<file path="config.mk">
export PLATFORM = sky130hd
export DESIGN_NAME = salc_lookup
export DESIGN_NICKNAME = d
export VERILOG_FILES = /design/src/hdl/salc_lookup.sv
export SDC_FILE = /design/constraint.sdc
export NUM_CORES = 1
export LEC_CHECK = 0
export BUFFER_PORTS_ARGS = -buffer_cell sky130_fd_sc_hd__buf_2
export CAP_MARGIN = 30
export CORE_AREA = 2 2 131 133
export DETAILED_ROUTE_END_ITERATION = 16
export DIE_AREA = 0 0 133 135
export GPL_TIMING_DRIVEN = 1
export SYNTH_ARGS = -nofsm -noshare
export SYNTH_HDL_FRONTEND = slang
export SYNTH_SLANG_ARGS = --single-unit
</file>
<file path="constraint.sdc">
create_clock -name vclk -period 4.1
set_input_delay 0.41 -clock vclk [all_inputs]
set_output_delay 0.41 -clock vclk [all_outputs]
set_load 0.005 [all_outputs]
</file>
<file path="src/hdl/salc_lookup.sv">
// Tag compare, victim choice and LRU rank update for one set row.
module salc_lookup #(
	parameter int WAYS = 4,
	parameter int TAG_W = 35,
	parameter int WAY_W = 2
) (
	input  logic [WAYS*TAG_W-1:0] tags,
	input  logic [WAYS-1:0]       valid,
	input  logic [WAYS*WAY_W-1:0] ranks,
	input  logic [TAG_W-1:0]      tag,
	output logic                  hit,
	output logic [WAY_W-1:0]      way,
	output logic [WAYS*TAG_W-1:0] tags_n,
	output logic [WAYS-1:0]       valid_n,
	output logic [WAYS*WAY_W-1:0] ranks_n
);

	logic [WAY_W-1:0] hit_way;
	logic [WAY_W-1:0] free_way;
	logic [WAY_W-1:0] lru_way;
	logic [WAY_W-1:0] old_rank;
	logic             any_free;

	// Find the lowest matching way, the lowest free way and the least recent way.
	always_comb begin
		hit = 1'b0;
		hit_way = '0;
		any_free = 1'b0;
		free_way = '0;
		lru_way = '0;
		for (int w = WAYS - 1; w >= 0; w--) begin
			if (valid[w] && (tags[w*TAG_W +: TAG_W] == tag)) begin
				hit = 1'b1;
				hit_way = WAY_W'(w);
			end
			if (!valid[w]) begin
				any_free = 1'b1;
				free_way = WAY_W'(w);
			end
			if (ranks[w*WAY_W +: WAY_W] == WAY_W'(WAYS - 1)) begin
				lru_way = WAY_W'(w);
			end
		end
		if (hit) begin
			way = hit_way;
		end else if (any_free) begin
			way = free_way;
		end else begin
			way = lru_way;
		end
	end

	// Move the chosen way to the front; ways ahead of it age by one.
	always_comb begin
		logic [WAY_W-1:0] rk;
		old_rank = '0;
		for (int w = 0; w < WAYS; w++) begin
			if (WAY_W'(w) == way) begin
				old_rank = ranks[w*WAY_W +: WAY_W];
			end
		end
		for (int w = 0; w < WAYS; w++) begin
			rk = ranks[w*WAY_W +: WAY_W];
			if (WAY_W'(w) == way) begin
				rk = '0;
			end else if (rk < old_rank) begin
				rk = rk + 1'b1;
			end
			ranks_n[w*WAY_W +: WAY_W] = rk;
		end
	end

	// A miss installs the tag in the chosen way and marks it valid.
	always_comb begin
		tags_n = tags;
		valid_n = valid;
		if (!hit) begin
			for (int w = 0; w < WAYS; w++) begin
				if (WAY_W'(w) == way) begin
					tags_n[w*TAG_W +: TAG_W] = tag;
					valid_n[w] = 1'b1;
				end
			end
		end
	end

endmodule

</file>
==> results.md, run 1 <==
- Status: finished clean
- DR WL/cell: 22.16 um
- Die Area: about 0.018 mm2
- Worst Hold Depth: 3
- CP Class: primary input to output pin
- Rows: 47
- Worst Hold Path EP: tags_n[11]
- Synth top area share: a little over a quarter
- Routed Antenna Nets: 0
- CP Capture Type: output pin
- Max Fclk: 255.2 MHz
- Hold slack: ~1.1 ns
- Hpwl dp: 21390 um
- Max incr delay on CP: 0.44 ns
- Slew HR: slightly below 70%
- Synth warn: 0
- Final worst path period need: ~3.9 ns
- Largest net degree at the start of global routing: 37
- Commonest non-fill, non-tap cells in the layout: buf_2, mux2_2, xnor2_1
- Arr. time, crit path: around 3.5 ns
- Fill cells: 1694
- Area Overhead vs Synth: 62.29%
- Worst IR Drop VDD: ~59 uV
- Power Density: 134.1 mW/mm2
- Placer Congestion: just under 1
- Syn Std Cell Area: 0.004287 mm2
- Leak: between 3 and 4 nW
- Global Route Usage Sum: 25.80%
- Synth top area cells: mux2_2, xnor2_1, mux2_1
- Fin Setup TNS: 0 ns
- Crit path max fanout: 8
- Worst Hold Launch: tags[11]
- CP Data Required Time: 3.69 ns
- Multi-input gate area: between 0.004 and 0.005 mm2
- Initial antenna violation count: 2
- Slowest-stage cell, CP: xnor2_1
- Top cell type by total area after synthesis: mux2_2
- Port-buffer cells: 342
- Wire length of the first global-routing pass: 34520 um
- Net Count, Synth: approximately 720
- Hold buffer count at cts: 0
- Final Core Density: 42.40%
- Final setup viols: 0
- Pwr Total: 0.9332 mW
- Vias: ~5500
- Cell family with most CP delay: simple AND/OR/NAND/NOR gates
- Boundary Pins: 342
- Placed Cells: 1102
- Share of post-route cells with drive strength above 1: a little over three fifths
- Die Span Y: 135 um
- Vias/cell: slightly below 5
- Drt pass-1 iters: 4
- Final setup margin: 0.1809 ns
- Vias in the first global route: between 5000 and 6000
- Place WS: -0.07481 ns
- Number of distinct library cells after synthesis: 48
- Slew @ Worst Pin: 0.4865 ns
- Placed instance area: 0.006631 mm2
- Clkbuf count: 0
- Final Max Slew Viols: 0
- Seq cells: 0
- Post-route cell area: 0.006957 mm2
- Initial core utilization: 26.13%
- Crit path launch type: primary input
- Worst Path Buf+Inv: 4
- Core Box Area: 0.01641 mm2
- Final wirelength: 24540 um
- Grt total ovfl: 0
- Reg area: 0 um2
- Sequential share of the synthesized area: 0%
- Drt drc: 0
- Final Hold Viols: 0
- Max capacitance violation total: 0
- Die W: between 100 and 150 um
- Cell-by-cell trace of the critical path: buf_2 > xnor2_1 > nand4_1 > nor4_1 > and3_1 > nor3_4 > nor2_4 > mux2_4 > o21ai_2 > buf_6 > buf_6 > ha_2 > nor2_2 > o211ai_1 > o221a_2 > mux2i_1 > buf_2
- Gate count after technology mapping: 520
- Period utilization: 95.59%
- Non-Filler Instances: ~1100
- Synth Area per Inst: roughly 8.2 um2
- Most common cell after layout, fill and taps aside: buf_2
- Hold Crit Class: primary input to output pin
- Nets: 1083
- Starting DRC count in detailed routing: 243
[layout make-up]
| type | instances | area share, % |
|---|---|---|
| antenna | 1 | 0.03597 |
| inverter | 7 | 0.3777 |
| multi-input combinational | 464 | 60.70 |
| tap | 220 | 3.957 |
| timing repair buffer | 415 | 34.93 |
[synth_stat cells, types with 2 or more instances]
cell,n
mux2_2,104
xnor2_1,96
xor2_1,44
nand4_1,43
mux2_1,37
clkbuf_1,27
nand2_1,20
nor4_1,20
nor2_1,15
buf_2,13
nand3_1,10
ha_1,8
inv_1,7
mux2i_1,7
nand2b_1,6
o21ai_0,6
nor3_1,5
a21oi_1,4
buf_4,4
o211ai_1,4
a2111oi_0,3
nor2_2,3
a31oi_1,2
and3_1,2
buf_12,2
buf_6,2
nand4b_1,2
o221a_2,2
or2_1,2
or2_2,2
[report_power, final]
group          switching (mW)  leakage (nW)  internal (mW)    total (mW)
Clock                       0    0.00000634   0.0000000326  0.0000000326
Combinational           0.470          3.10          0.463         0.933
Sequential                  0             0              0             0
Total                   0.470          3.10          0.463         0.933
[layer usage]
metal / up-vias / wire, um / global-route usage (%)
li1: 2632 / - / -
met1: 2576 / 9782 / 32.02
met2: 262 / 12420 / 47.64
met3: 34 / 1634 / 3.041
met4: 2 / 688 / 5.795
met5: - / 8 / 0
[kinds of logic after synthesis]
logic type / after synthesis / synth area share [%]
AOI/OAI and AO/OA: 28 / 4.729
adders and majority gates: 8 / 2.335
buffers and inverters: 56 / 6.743
muxes: 148 / 38.67
xor gates and xnor gates: 140 / 28.60
and+or+nand+nor: 140 / 18.91
[how the worst max path moves through the flow]
stage	from	endpoint	cells past startpoint
global route	tag[6]	ranks_n[3]	19
detailed placement	tag[28]	ranks_n[5]	17
global placement	tag[11]	ranks_n[7]	18
CTS	tag[28]	ranks_n[6]	18
floorplan	tag[33]	ranks_n[6]	15
finish	tag[11]	ranks_n[3]	17
[what timing repair did]
action / 4_1_cts / 5_1_grt
buffers inserted: 0 / 3
cloned: 0 / 0
setup endpoints to repair: 29 / 19
endpoints found under the hold margin: 0 / 0
pin swaps: 1 / 16
resized for setup: 8 / 62
[tightest hold or removal path: cells and delay by family]
kind	cells	cell delay, ns
muxes	1	0.11
buffers and inverters	2	0.19
Power figures use the tool's default switching activity.
==> inputs of run 2 (changes only) <==
CELL_PAD_IN_SITES_DETAIL_PLACEMENT = 0   (was unset)
CELL_PAD_IN_SITES_GLOBAL_PLACEMENT = 1   (was unset)
PLACE_DENSITY_LB_ADDON = 0.1   (was unset)
==> run 2 against run 1 <==
Power down 5.6%. Die area unchanged. Routed wire length down 1.4%. Critical path type unchanged.
==> results.md, run 2 (synthesis results as in run 1) <==
- Share of post-route cells with drive strength above 1: 61.26% (was 62.87%)
- Final Core Density: 40.35% (was 42.40%)
- CP Class: primary input to output pin (unchanged)
- Final wirelength: 24200 um (was 24540 um)
- Area Overhead vs Synth: 54.44% (was 62.29%)
- Leak: 2.996 nW (was 3.104 nW)
- Most common cell after layout, fill and taps aside: buf_2 (unchanged)
- Port-buffer cells: 342 (unchanged)
- Routed Antenna Nets: 0 (unchanged)
- Max Fclk: 253.8 MHz (was 255.2 MHz)
- Placer Congestion: 0.9073 (was 0.9923)
- Final setup margin: 0.1599 ns (was 0.1809 ns)
- Slew @ Worst Pin: 0.5746 ns (was 0.4865 ns)
- Nets: 1067 (was 1083)
- Rows: 47 (unchanged)
- CP Capture Type: output pin (unchanged)
- Fin Setup TNS: 0 ns (unchanged)
- Boundary Pins: 342 (unchanged)
- Core Box Area: 0.01641 mm2 (unchanged)
- Largest net degree at the start of global routing: 32 (was 37)
- Cell-by-cell trace of the critical path: buf_2 > xnor2_1 > buf_4 > nand4_1 > nor4_1 > and3_1 > nor3_2 > nor2_2 > mux2_2 > o21ai_1 > buf_4 > buf_4 > ha_2 > nor2_2 > o211ai_1 > o221a_2 > mux2i_2 > buf_2 (was buf_2 > xnor2_1 > nand4_1 > nor4_1 > and3_1 > nor3_4 > nor2_4 > mux2_4 > o21ai_2 > buf_6 > buf_6 > ha_2 > nor2_2 > o211ai_1 > o221a_2 > mux2i_1 > buf_2)
- Crit path max fanout: 6 (was 8)
- Vias in the first global route: 5536 (was 5394)
- Fill cells: 1774 (was 1694)
- Die Area: 0.01796 mm2 (unchanged)
- Commonest non-fill, non-tap cells in the layout: buf_2, mux2_2, xnor2_1 (unchanged)
- Die W: 133 um (unchanged)
- Cell family with most CP delay: simple AND/OR/NAND/NOR gates (unchanged)
- Hpwl dp: 21200 um (was 21390 um)
- Placed instance area: 0.006496 mm2 (was 0.006631 mm2)
- Vias: 5469 (was 5506)
- Status: finished clean (unchanged)
- Period utilization: 96.10% (was 95.59%)
- Grt total ovfl: 0 (unchanged)
- Initial antenna violation count: 2 (unchanged)
- Global Route Usage Sum: 25.36% (was 25.80%)
- Drt pass-1 iters: 4 (unchanged)
- Hold Crit Class: primary input to output pin (unchanged)
- Final worst path period need: 3.940 ns (was 3.919 ns)
- Arr. time, crit path: 3.53 ns (was 3.51 ns)
- DR WL/cell: 22.18 um (was 22.16 um)
- Seq cells: 0 (unchanged)
- CP Data Required Time: 3.69 ns (about the same)
- Final Max Slew Viols: 0 (unchanged)
- Vias/cell: 5.013 (was 4.974)
- CP most frequent cell: buf_4
- Unrepaired setup endpoints after global routing: yes
- Slew HR: 61.60% (was 67.46%)
- Place WS: -0.2072 ns (was -0.07481 ns)
- Reg area: 0 um2 (unchanged)
- Worst Path Buf+Inv: 5 (was 4)
- Slowest-stage cell, CP: nor4_1 (was xnor2_1)
- Crit path launch type: primary input (unchanged)
- Clkbuf count: 0 (unchanged)
- Post-route cell area: 0.006620 mm2 (was 0.006957 mm2)
- Final Hold Viols: 0 (unchanged)
- Multi-input gate area: 0.004120 mm2 (was 0.004223 mm2)
- Initial core utilization: 26.13% (unchanged)
- Final setup viols: 0 (unchanged)
- Starting DRC count in detailed routing: 213 (was 243)
- Max capacitance violation total: 0 (unchanged)
- Worst IR Drop VDD: 44.91 uV (was 59.12 uV)
- Wire length of the first global-routing pass: 34760 um (was 34520 um)
- Drt drc: 0 (unchanged)
- Power Density: 133.1 mW/mm2 (was 134.1 mW/mm2)
- Die Span Y: 135 um (unchanged)
- Max incr delay on CP: 0.35 ns (was 0.44 ns)
-- run 2: stage by stage --
stage               hold WS, ns  std cells  power [mW]
global placement          1.125       1089      0.8652
finish                    1.127       1091      0.8814
global route              1.151       1091      0.9527
floorplan                0.9074        520      0.4440
detailed placement        1.122       1089      0.8655
CTS                       1.129       1090      0.8758
-- run 2: layout make-up --
type | instances | area share, %
multi-input cells | 464 | 62.24
repair buffers | 399 | 33.17
well taps | 220 | 4.158
inverters | 7 | 0.3969
diodes | 1 | 0.03780
-- run 2: path summary, 6_finish.rpt --
check | startpoint | to | depth (start not counted)
worst max-delay path | tag[1] | ranks_n[3] | 18
worst min-delay path | tags[3] | tags_n[3] | 3
-- run 2: layer usage --
layer | vias up | track usage [%] | share of wire [%]
met2 | 254 | 46.49 | 49
li1 | 2602 | - | -
met1 | 2597 | 32.25 | 42
met5 | - | 0 | 0
met3 | 16 | 3.679 | 7.3
met4 | 0 | 3.226 | 1.4
-- run 2: repair_timing --
item | 4_1_cts | 5_1_grt
hold buffers | 0 | 0
setup endpoints to repair | 8 | 9
gates resized for setup | 7 | 20
hold endpoints to repair | 0 | 0
setup buffers | 1 | 0
pin swaps | 3 | 5
-- run 2: power breakdown --
part | leakage [nW] | switching [mW] | internal, mW
sequential | 0 | 0 | 0
combinational | 3.00 | 0.449 | 0.432
clock | 0.00000634 | 0 | 0.0000000326
